--- config.mk ---
export PLATFORM = sky130hd
export DESIGN_NAME = eased_scroll_offset_core
export DESIGN_NICKNAME = d
export VERILOG_FILES = /design/src/hw/rtl/eso_pkg.sv /design/src/hw/rtl/eso_div_cell.sv /design/src/hw/rtl/eso_ease.sv /design/src/hw/rtl/eased_scroll_offset_core.sv
export SDC_FILE = /design/constraint.sdc
export NUM_CORES = 2
export LEC_CHECK = 0
export BUFFER_PORTS_ARGS = -buffer_cell sky130_fd_sc_hd__buf_4
export CORE_UTILIZATION = 55
export DETAILED_ROUTE_END_ITERATION = 8
export HOLD_SLACK_MARGIN = 0.03
export PLACE_DENSITY = 0.79
export SLEW_MARGIN = 20
export SYNTH_ARGS = -nofsm -noshare
export SYNTH_HDL_FRONTEND = slang
export SYNTH_SLANG_ARGS = --single-unit
--- constraint.sdc ---
create_clock -name i_clk -period 10.6 [get_ports i_clk]
set_input_delay 3.18 -clock i_clk [delete_from_list [all_inputs] [get_ports i_clk]]
set_output_delay 3.18 -clock i_clk [all_outputs]
set_load 0.02 [all_outputs]
--- src/hw/rtl/eso_pkg.sv ---
`timescale 1ns / 1ps

package eso_pkg;

    localparam int ESO_TIME_BITS = 24;
    localparam int ESO_FRAC_BITS = 16;
    localparam int CFG_DATA_W    = 24;
    localparam int DIST_W        = 16;
    localparam int PHASE_W       = 3;
    localparam int CFG_IDX_W     = 2;

    // register indexes on the configuration port
    typedef enum logic [CFG_IDX_W-1:0] {
        CFG_DELAY = 2'd0,
        CFG_MOVE  = 2'd1,
        CFG_DIST  = 2'd2,
        CFG_MODE  = 2'd3
    } t_cfg_idx;

    // phase codes as reported on the result port
    typedef enum logic [PHASE_W-1:0] {
        PH_WAIT = 3'd0,
        PH_OUT  = 3'd1,
        PH_HOLD = 3'd2,
        PH_BACK = 3'd3,
        PH_DONE = 3'd4
    } t_phase;

    // control that travels alongside each beat
    typedef struct packed {
        logic   vld;
        t_phase phase;
    } t_side;

endpackage

--- src/hw/rtl/eso_div_cell.sv ---
`timescale 1ns / 1ps

// One restoring-division step: one quotient bit per cell.
module eso_div_cell #(
    parameter int TW = eso_pkg::ESO_TIME_BITS,
    parameter int FB = eso_pkg::ESO_FRAC_BITS
) (
    input  logic           i_clk,
    input  logic           i_rst_n,
    input  logic [TW-1:0]  i_div,
    input  eso_pkg::t_side i_side,
    input  logic [TW-1:0]  i_rem,
    input  logic [FB-1:0]  i_quo,
    output eso_pkg::t_side o_side,
    output logic [TW-1:0]  o_rem,
    output logic [FB-1:0]  o_quo
);

    eso_pkg::t_side r_side;
    logic [TW-1:0]  r_rem;
    logic [FB-1:0]  r_quo;
    logic [TW:0]    w_shift;
    logic [TW:0]    w_diff;
    logic           w_ge;

    // shift in a zero and try the subtract
    always_comb begin
        w_shift = {i_rem, 1'b0};
        w_ge    = w_shift >= {1'b0, i_div};
        w_diff  = w_shift - {1'b0, i_div};
    end

    always_ff @(posedge i_clk) begin
        if (!i_rst_n) begin
            r_side.vld <= 1'b0;
        end else begin
            r_side.vld <= i_side.vld;
        end
        r_side.phase <= i_side.phase;
        r_rem <= w_ge ? w_diff[TW-1:0] : w_shift[TW-1:0];
        r_quo <= {i_quo[FB-2:0], w_ge};
    end

    assign o_side = r_side;
    assign o_rem  = r_rem;
    assign o_quo  = r_quo;

endmodule

--- src/hw/rtl/eso_ease.sv ---
`timescale 1ns / 1ps

// Smootherstep easing (linear in mode 1) and distance scaling.
module eso_ease #(
    parameter int FB = eso_pkg::ESO_FRAC_BITS
) (
    input  logic                        i_clk,
    input  logic                        i_rst_n,
    input  logic                        i_mode,
    input  logic [eso_pkg::DIST_W-1:0]  i_dist,
    input  eso_pkg::t_side              i_side,
    input  logic [FB-1:0]               i_frac,
    output eso_pkg::t_side              o_side,
    output logic [eso_pkg::DIST_W-1:0]  o_offset
);

    localparam int PW = FB + 4;
    localparam int DW = eso_pkg::DIST_W;
    localparam logic [FB:0] ONE = {1'b1, {FB{1'b0}}};

    eso_pkg::t_side r_side1, r_side2, r_side3, r_side4, r_side5;
    logic [FB-1:0]  r_f1, r_f2, r_f3;
    logic [FB-1:0]  r_x2;
    logic [FB-1:0]  r_x3;
    logic [PW-1:0]  r_p;
    logic [FB:0]    r_s;
    logic [DW-1:0]  r_sc;
    logic [DW-1:0]  r_off;

    logic [2*FB-1:0] w_x2_full;
    logic [2*FB-1:0] w_x3_full;
    logic [PW:0]     w_pos;
    logic [PW:0]     w_neg;
    logic [2*FB+3:0] w_s_full;
    logic [PW-1:0]   w_s_sh;
    logic [FB:0]     w_sel;
    logic [DW+FB:0]  w_sc_full;

    function automatic logic [DW+FB:0] sel_mul(input logic [DW-1:0] a,
                                               input logic [FB:0] b);
        sel_mul = a * b;
    endfunction

    always_comb begin
        w_x2_full = i_frac * i_frac;
        w_x3_full = r_x2 * r_f1;
        w_pos     = (PW+1)'(r_x2) * (PW+1)'(6) + (PW+1)'({ONE, 3'b000})
                    + (PW+1)'({ONE, 1'b0});
        w_neg     = (PW+1)'(r_f1) * (PW+1)'(15);
        w_s_full  = r_x3 * r_p;
        w_s_sh    = w_s_full[2*FB+3:FB];
        w_sel     = i_mode ? {1'b0, r_f3} : r_s;
        w_sc_full = sel_mul(i_dist, w_sel);
    end

    // stage valids
    always_ff @(posedge i_clk) begin
        if (!i_rst_n) begin
            r_side1.vld <= 1'b0;
            r_side2.vld <= 1'b0;
            r_side3.vld <= 1'b0;
            r_side4.vld <= 1'b0;
            r_side5.vld <= 1'b0;
        end else begin
            r_side1.vld <= i_side.vld;
            r_side2.vld <= r_side1.vld;
            r_side3.vld <= r_side2.vld;
            r_side4.vld <= r_side3.vld;
            r_side5.vld <= r_side4.vld;
        end
        r_side1.phase <= i_side.phase;
        r_side2.phase <= r_side1.phase;
        r_side3.phase <= r_side2.phase;
        r_side4.phase <= r_side3.phase;
        r_side5.phase <= r_side4.phase;
    end

    // datapath
    always_ff @(posedge i_clk) begin
        // x^2
        r_x2 <= w_x2_full[2*FB-1:FB];
        r_f1 <= i_frac;
        // x^3 and the polynomial 6x^2 - 15x + 10
        r_x3 <= w_x3_full[2*FB-1:FB];
        r_p  <= (w_pos > w_neg) ? PW'(w_pos - w_neg) : '0;
        r_f2 <= r_f1;
        // s = x^3 * p, capped at one
        r_s  <= (w_s_sh > PW'(ONE)) ? ONE : w_s_sh[FB:0];
        r_f3 <= r_f2;
        // scale by distance
        r_sc <= w_sc_full[DW+FB-1:FB];
        // select by phase
        case (r_side4.phase)
            eso_pkg::PH_OUT:  r_off <= r_sc;
            eso_pkg::PH_HOLD: r_off <= i_dist;
            eso_pkg::PH_BACK: r_off <= i_dist - r_sc;
            default:          r_off <= '0;
        endcase
    end

    assign o_side   = r_side5;
    assign o_offset = r_off;

endmodule

--- src/hw/rtl/eased_scroll_offset_core.sv ---
`timescale 1ns / 1ps

// Eased marquee scroll offset.
// Configuration: write channel i_cfg_valid / o_cfg_ready with i_cfg_index and
// i_cfg_data; o_cfg_ready is always high. Index 0 delay ticks, 1 move ticks,
// 2 scroll distance (Q12.4), 3 mode (0 bounce with smootherstep, 1 loop).
// Write only while no beat is in flight.
// Query: a beat of i_now_ticks is taken at each edge where i_start is high
// and o_busy is low; o_busy is always low, so one query per cycle.
// Result: o_offset and o_phase appear for one cycle with o_valid. Results come out
// in query order and cannot be held off by the receiver.
// A query passes a registered phase decode, then the row of division cells,
// one quotient bit each, then four easing stages and the output register.
// Throughput is one query per cycle.
// Reset (synchronous, active low) clears the configuration registers to 0
// and empties the pipeline; no result is produced for beats in flight at reset.
module eased_scroll_offset_core #(
    parameter int TIME_BITS = eso_pkg::ESO_TIME_BITS,
    parameter int FRAC_BITS = eso_pkg::ESO_FRAC_BITS
) (
    input  logic                           i_clk,
    input  logic                           i_rst_n,
    input  logic                           i_cfg_valid,
    output logic                           o_cfg_ready,
    input  logic [eso_pkg::CFG_IDX_W-1:0]  i_cfg_index,
    input  logic [eso_pkg::CFG_DATA_W-1:0] i_cfg_data,
    input  logic                           i_start,
    output logic                           o_busy,
    input  logic [TIME_BITS-1:0]           i_now_ticks,
    output logic                           o_valid,
    output logic [eso_pkg::DIST_W-1:0]     o_offset,
    output logic [eso_pkg::PHASE_W-1:0]    o_phase
);

    localparam int TW = (TIME_BITS < eso_pkg::CFG_DATA_W) ? TIME_BITS
                                                          : eso_pkg::CFG_DATA_W;
    localparam int FB = FRAC_BITS;
    localparam int SW = TW + 2;

    logic [eso_pkg::CFG_DATA_W-1:0] r_delay;
    logic [eso_pkg::CFG_DATA_W-1:0] r_move;
    logic [eso_pkg::DIST_W-1:0]     r_dist;
    logic                           r_mode;

    eso_pkg::t_side r_side0;
    logic [TW-1:0]  r_elap;

    logic [TW-1:0]  w_t, w_d, w_m;
    logic [SW-1:0]  w_end_wait, w_end_out, w_end_hold, w_end_back, w_t_ext;
    logic [SW-1:0]  w_elap;
    eso_pkg::t_phase w_phase;

    eso_pkg::t_side w_side [0:FB];
    logic [TW-1:0]  w_rem  [0:FB];
    logic [FB-1:0]  w_quo  [0:FB];

    eso_pkg::t_side w_out_side;
    logic           w_acc;

    assign o_cfg_ready = 1'b1;
    assign o_busy      = 1'b0;
    assign w_acc       = i_start;

    // configuration registers
    always_ff @(posedge i_clk) begin
        if (!i_rst_n) begin
            r_delay <= '0;
            r_move  <= '0;
            r_dist  <= '0;
            r_mode  <= 1'b0;
        end else if (i_cfg_valid) begin
            case (i_cfg_index)
                eso_pkg::CFG_DELAY: r_delay <= i_cfg_data;
                eso_pkg::CFG_MOVE:  r_move  <= i_cfg_data;
                eso_pkg::CFG_DIST:  r_dist  <= i_cfg_data[eso_pkg::DIST_W-1:0];
                eso_pkg::CFG_MODE:  r_mode  <= i_cfg_data[0];
                default:            r_mode  <= r_mode;
            endcase
        end
    end

    // phase decode and elapsed time within the moving phase
    always_comb begin
        w_t        = i_now_ticks[TW-1:0];
        w_d        = r_delay[TW-1:0];
        w_m        = r_move[TW-1:0];
        w_t_ext    = SW'(w_t);
        w_end_wait = SW'(w_d);
        w_end_out  = w_end_wait + SW'(w_m);
        w_end_hold = w_end_out + SW'(w_d);
        w_end_back = w_end_hold + SW'(w_m);
        w_phase    = eso_pkg::PH_DONE;
        w_elap     = '0;
        if (w_t_ext < w_end_wait) begin
            w_phase = eso_pkg::PH_WAIT;
        end else if (w_t_ext < w_end_out) begin
            w_phase = eso_pkg::PH_OUT;
            w_elap  = w_t_ext - w_end_wait;
        end else if (!r_mode && w_t_ext < w_end_hold) begin
            w_phase = eso_pkg::PH_HOLD;
        end else if (!r_mode && w_t_ext < w_end_back) begin
            w_phase = eso_pkg::PH_BACK;
            w_elap  = w_t_ext - w_end_hold;
        end
    end

    always_ff @(posedge i_clk) begin
        if (!i_rst_n) begin
            r_side0.vld <= 1'b0;
        end else begin
            r_side0.vld <= w_acc;
        end
        r_side0.phase <= w_phase;
        r_elap        <= w_elap[TW-1:0];
    end

    assign w_side[0] = r_side0;
    assign w_rem[0]  = r_elap;
    assign w_quo[0]  = '0;

    // row of division cells: fraction = (elapsed << FB) / move
    for (genvar g = 0; g < FB; g++) begin : g_div
        eso_div_cell #(
            .TW (TW),
            .FB (FB)
        ) u_cell (
            .i_clk   (i_clk),
            .i_rst_n (i_rst_n),
            .i_div   (w_m),
            .i_side  (w_side[g]),
            .i_rem   (w_rem[g]),
            .i_quo   (w_quo[g]),
            .o_side  (w_side[g+1]),
            .o_rem   (w_rem[g+1]),
            .o_quo   (w_quo[g+1])
        );
    end

    eso_ease #(
        .FB (FB)
    ) u_ease (
        .i_clk    (i_clk),
        .i_rst_n  (i_rst_n),
        .i_mode   (r_mode),
        .i_dist   (r_dist),
        .i_side   (w_side[FB]),
        .i_frac   (w_quo[FB]),
        .o_side   (w_out_side),
        .o_offset (o_offset)
    );

    assign o_valid = w_out_side.vld;
    assign o_phase = w_out_side.phase;

endmodule

Word-level counts from Yosys, hierarchy flattened
Index checks and enable logic that the tools add are counted.

storage, ports and cells
  output and inout bits = 22
  input bits = 54
  word-level logic and storage cells = 197
  bits in registers = 822

operators by class
  multipliers = 6
  $lt $le $gt $ge = 22
  reductions and logical operators = 10
  mux-type cells = 23
  eq/ne operators = 6
  $add $sub $neg = 24

operator list
  kind                                                                                number
  24-bit 2-to-1 mux                                                                   18
  24-bit subtractor                                                                   17
  25-bit by 24-bit greater-or-equal comparator with 1-bit output                      16
  16-bit by 16-bit multiplier with 32-bit output                                      2
  24-bit by 26-bit less-than comparator with 1-bit output                             2
  16-bit case mux with 3 select lines                                                 1
  16-bit by 20-bit multiplier with 36-bit output                                      1
  16-bit by 17-bit multiplier with 32-bit output                                      1
  25-bit by 24-bit adder with 26-bit output                                           1
  26-bit by 24-bit adder with 26-bit output                                           1
  24-bit by 24-bit adder with 25-bit output                                           1
  24-bit by 25-bit less-than comparator with 1-bit output                             1
  24-bit less-than comparator                                                         1
  19-bit by 20-bit adder with 21-bit output (second input constant)                   1
  21-bit by 18-bit adder with 21-bit output (second input constant)                   1
  21-bit by 20-bit greater-than comparator with 1-bit output                          1
  20-bit by 17-bit greater-than comparator with 1-bit output (second input constant)  1
  16-bit by 4-bit multiplier with 20-bit output (second input constant)               1
  20-bit subtractor                                                                   1
  16-bit by 2-bit multiplier with 18-bit output (second input constant)               1
  17-bit 2-to-1 mux                                                                   1
  16-bit subtractor                                                                   1
  2-bit AND reduction                                                                 4
  3-bit by 2-bit == test with 1-bit output (second input constant)                    2
  other kinds (11)                                                                    13

Logic depth before layout (Yosys ltp)
  depth after elaboration = 8
  mapped depth = 41
  depth with buffers taken out = 39

Modules after synthesis
From an unflattened synthesis, not the netlist that was laid out.

second synthesis, totals
  cells, all modules = 10886
  area, all modules = 96282.3 sq um

modules (own cells, without submodules)
  module                               area each (sq um)  cells an instance  instances  sequential area each (sq um)
  eso_div_cell at g_div[0].u_cell ...  2835.2             320                15         880.8
  eso_ease                             40802.9            4504               1          3383.2
  eased_scroll_offset_core             10306.1            1309               1          1861.8
  eso_div_cell at g_div[10].u_cell     2645.0             273                1          880.8

Worst setup path after synthesis
Ideal clock, no wire load.

  path kind = reg-to-reg
  from = reg r_move[1] in the netlist's numbering
  to = reg r_elap[14]
  period minus slack after synthesis = 7.819 ns
  path buffers = 2
  arrival = 7.754 ns
  required time = 10.535 ns
  setup slack = 2.781 ns
  library setup time = 0.065 ns
  cell stages (with the launch flop) = 40
  path through = dfxtp_1 inv_1 fa_1 nor2b_1 o31a_1 o41ai_2 nor2b_1 nor2b_1 o21ai_0 nand2b_1 xor2_1 ha_1 or2_2 or3_1 a211oi_1 nor2_1 a21oi_1 nor2b_1 [4 not listed] a21bo_2 a21o_1 a41o_1 nor2_1 xor2_1 ha_1 a21o_1 a21oi_1 nand2_1 a211o_1 o2111ai_1 a211oi_1 a21oi_1 a41oi_1 or2_2 buf_4 buf_4 nor2_1

between the ends
  cells in the longest elaborated chain, start to end = 8
  elaborated cells between the ends (all ways) = 12
  classes of those cells = add/sub: 4; order compare: 3; mux: 3; reduce/logical: 2

RTL lines
  item                                                     line                             text
  from (decl)                                              eased_scroll_offset_core.sv:41   logic [eso_pkg::CFG_DATA_W-1:0] r_move;
  from (signal assigned)                                   eased_scroll_offset_core.sv:74   eso_pkg::CFG_MOVE: r_move <= i_cfg_data;
  24-bit by 24-bit adder with 25-bit output                eased_scroll_offset_core.sv:89   w_end_out = w_end_wait + SW'(w_m);
  25-bit by 24-bit adder with 26-bit output                eased_scroll_offset_core.sv:90   w_end_hold = w_end_out + SW'(w_d);
  26-bit by 24-bit adder with 26-bit output                eased_scroll_offset_core.sv:91   w_end_back = w_end_hold + SW'(w_m);
  24-bit by 26-bit less-than comparator with 1-bit output  eased_scroll_offset_core.sv:101  end else if (!r_mode && w_t_ext < w_end_back) begin
  1-bit logical AND                                        eased_scroll_offset_core.sv:101
  24-bit 2-to-1 mux                                        eased_scroll_offset_core.sv:101
  24-bit 2-to-1 mux                                        eased_scroll_offset_core.sv:99   end else if (!r_mode && w_t_ext < w_end_hold) begin
  24-bit 2-to-1 mux *                                      eased_scroll_offset_core.sv:96   end else if (w_t_ext < w_end_out) begin
  to (signal assigned)                                     eased_scroll_offset_core.sv:114  r_elap <= w_elap[TW-1:0];
  to (decl)                                                eased_scroll_offset_core.sv:46   logic [TW-1:0] r_elap;

Every way passes the cells marked *; elsewhere a longest branch is shown, timed or not.
A chain may end at the register's enable or synchronous reset.

Final worst setup path
  from = reg r_move[1] in the netlist's numbering
  to = reg r_elap[10]

The elaborated chain is that of the path after synthesis.

==> metrics.cfg <==
[clock_tree]
cts_buffer_depth = 3
postCtsSetupBuffers = 0
clkSinkCount = 822
cts_root_buffer = clkbuf_16
cts_buffers = 92
htree_levels = 3
clock_latency_ns = 0.72
cts_tree = yes
clkTransAtPathRegs_ns = 0.07
cts_hold_buf = 0
ctsResizeCount = 0

[timing]
rsz0062_at_grt = no
skew_ns = 0.0421
period_minus_slack_ns = 8.57
fmax_mhz = 117
setup_violations = 0
tightest_slew_ns = 1.14
whs_ns = 0.307
relSlewSlack_pct = 23.8
final_hold_viol_count = 0
fin_crit_sh_pct = 80.8
timing.final.ws_setup_ns = 2.03
final-max-slew-violation-count = 0
setup-tns-final_ns = 0

[worst_setup_path]
path_class = reg2reg
critPathMaxStageDelay_ns = 0.61
path_delay_family = compound AO/OA/AOI/OAI gates
critical_path_required_ns = 11.24
critPathLaunchType = register
slowest_stage = inv_1
worstPathMaxFanout = 18
cp-end-kind = register
path_buf_inv = 1
arrival_ns = 9.20

[flow_run]
cap_viol_max_count = 0

[synthesis]
synthArstFlopShare_pct = 0
syn-mean-instance-area_sq_um = 8.93
synth-seq-area-share_pct = 20.2
syn_inst = 9123
synth_flop_cell = dfxtp_1
ys.warnings.count = 0
synthDistinctLibCells = 100
synth_area_sq_um = 81500
synth_edf_count = 0
ys_ff_latch = 822
synth_fp_nets = 11100

[floorplan]
dieWidth_um = 387
die_y_um = 387
ios = 76
initial_core_util_pct = 55.7
rows = 140
die-area_sq_um = 150000
core_sq_um = 146000

[drt]
viasPerCell = 5.77
postRouteAntennaNets = 0
drt-met1-wl_mm = 88.2
wl_per_cell_um = 19.6
wl_mm = 219
routed.top_layer = met5
wl_met2_mm = 103
met3_length_mm = 15.2
vias = 64200
drt_iter0_drc = 4229
drc_errors = 0
drt_first_pass_iters = 6

[global_routing]
grt_pass1_vias = 65600
grtUsageTotal_pct = 29.2
grt_max_degree = 88
grt_first_pass_wirelength_mm = 348
antenna_found_initial = 20
grt_overflow = 0

[placed_design]
port_buffers = 73
preCtsSetupSlack_ns = 2.05
place_hpwl_mm = 169
globalplace.congestion = 0.959
placed_area_sq_um = 84100

[finish]
stdcell_area_sq_um = 87400
final_cell_mix = 1243 x inv_1, 1078 x nand2_1, 1034 x ha_1
n_fill_cell = 12400
drive_gt1_share_pct = 6.40
finish.net_count = 11100
syn_to_final_growth_pct = 7.28
final_common_cell = inv_1

[min_path]
hold_class = reg2reg

[status]
outcome = finished, final reports clean

[logic make-up (layout without fill, tap and decap cells)]
kind of cell	Yosys count	in the layout	share of synthesized area (%)
buffers and inverters	1488	1571	6.95
AO/OA/AOI/OAI	1621	1621	12.9
XOR/XNOR	482	482	5.18
multiplexers	193	193	2.71
adder cells (fa/ha/maj)	1896	1896	37.0
AND/OR/NAND/NOR	2619	2619	15.0
flip-flops	822	822	20.2
other	2	16	0.00921
[worst paths after layout]
path                                                          from                                 end  slack (ns)  depth (start not counted)
worst max-delay path                        r_move[1]$_SDFFE_PN0P_               r_elap[10]$_SDFF_PP0_        2.03                         37
worst min-delay path            g_div[14].u_cell.o_side[1]$_DFF_P_  g_div[15].u_cell.o_side[1]$_DFF_P_        0.31                          0
worst max register to register              r_move[1]$_SDFFE_PN0P_               r_elap[10]$_SDFF_PP0_        2.03                         37
worst min register to register  g_div[14].u_cell.o_side[1]$_DFF_P_  g_div[15].u_cell.o_side[1]$_DFF_P_        0.31                          0
[flip-flops by register name, indices dropped and copies added, names as in the netlist, 17 cells and up]
name / cells
u_ease.r_p: 20
r_move: 24
u_ease.r_s: 17
r_elap: 24
g_div.u_cell.o_quo: 136
r_delay: 24
g_div.u_cell.o_side: 64
g_div.u_cell.o_rem: 360
[per-stage QoR]
stage / instances / util, %
finish: 11100 / 59.7
floorplan: 9123 / -
CTS: 11100 / 59.7
global placement: 11000 / 57.4
detailed placement: 11000 / 57.4
global route: 11100 / 59.7
[area by class of cell]
| class | count | area [sq um] | share of cell area, % |
|---|---|---|---|
| sequential | 822 | 16500 | 18.8 |
| timing repair buffer | 159 | 1190 | 1.37 |
| clock inverter | 51 | 711 | 0.813 |
| antenna | 14 | 35.0 | 0.0401 |
| clock buffer | 117 | 2560 | 2.93 |
| multi-input combinational | 6813 | 59400 | 67.9 |
| inverter | 1244 | 4670 | 5.34 |
| tap | 1917 | 2400 | 2.74 |
[worst register-to-register path: cells and delay by family, from the launching register on]
family          cells  cell delay (ns)
simple gates       12             2.19
buf+inv             1             0.61
flops               1             0.31
xor+xnor            3             0.50
fa+ha+maj           4             1.18
compound gates     17             3.68
[routing by layer]
metal  global-route usage, %  vias to the layer above
met4                    14.0                       14
met2                    49.2                     2205
met1                    36.3                    31300
li1                        -                    30100
met5                       0                        -
met3                    4.72                      594
[synth_stat cells, types with 27 or more instances]
master / instances / share of area, %
a211oi_1: 58 / 0.53
a21boi_0: 90 / 0.83
a21o_1: 204 / 1.9
a21oi_1: 483 / 3.0
a31oi_1: 34 / 0.26
and2_1: 364 / 2.8
and3_1: 48 / 0.37
buf_2: 27 / 0.17
clkbuf_1: 199 / 0.92
dfxtp_1: 822 / 20
fa_1: 862 / 21
ha_1: 1034 / 16
inv_1: 1243 / 5.7
mux2_2: 154 / 2.1
nand2_1: 1079 / 5.0
nand2b_1: 88 / 0.68
nand3_1: 107 / 0.66
nand4_1: 76 / 0.58
nor2_1: 486 / 2.2
nor2b_1: 95 / 0.73
nor3_1: 129 / 0.79
o21a_1: 89 / 0.82
o21ai_0: 316 / 1.9
o21bai_1: 57 / 0.53
o31ai_1: 40 / 0.37
or2_2: 32 / 0.25
or3_1: 50 / 0.38
xnor2_1: 320 / 3.4
xor2_1: 162 / 1.7
Power is left out: the tool's default activity adds up to more than one toggle a clock period on the data nets, which glitch-free logic cannot reach.
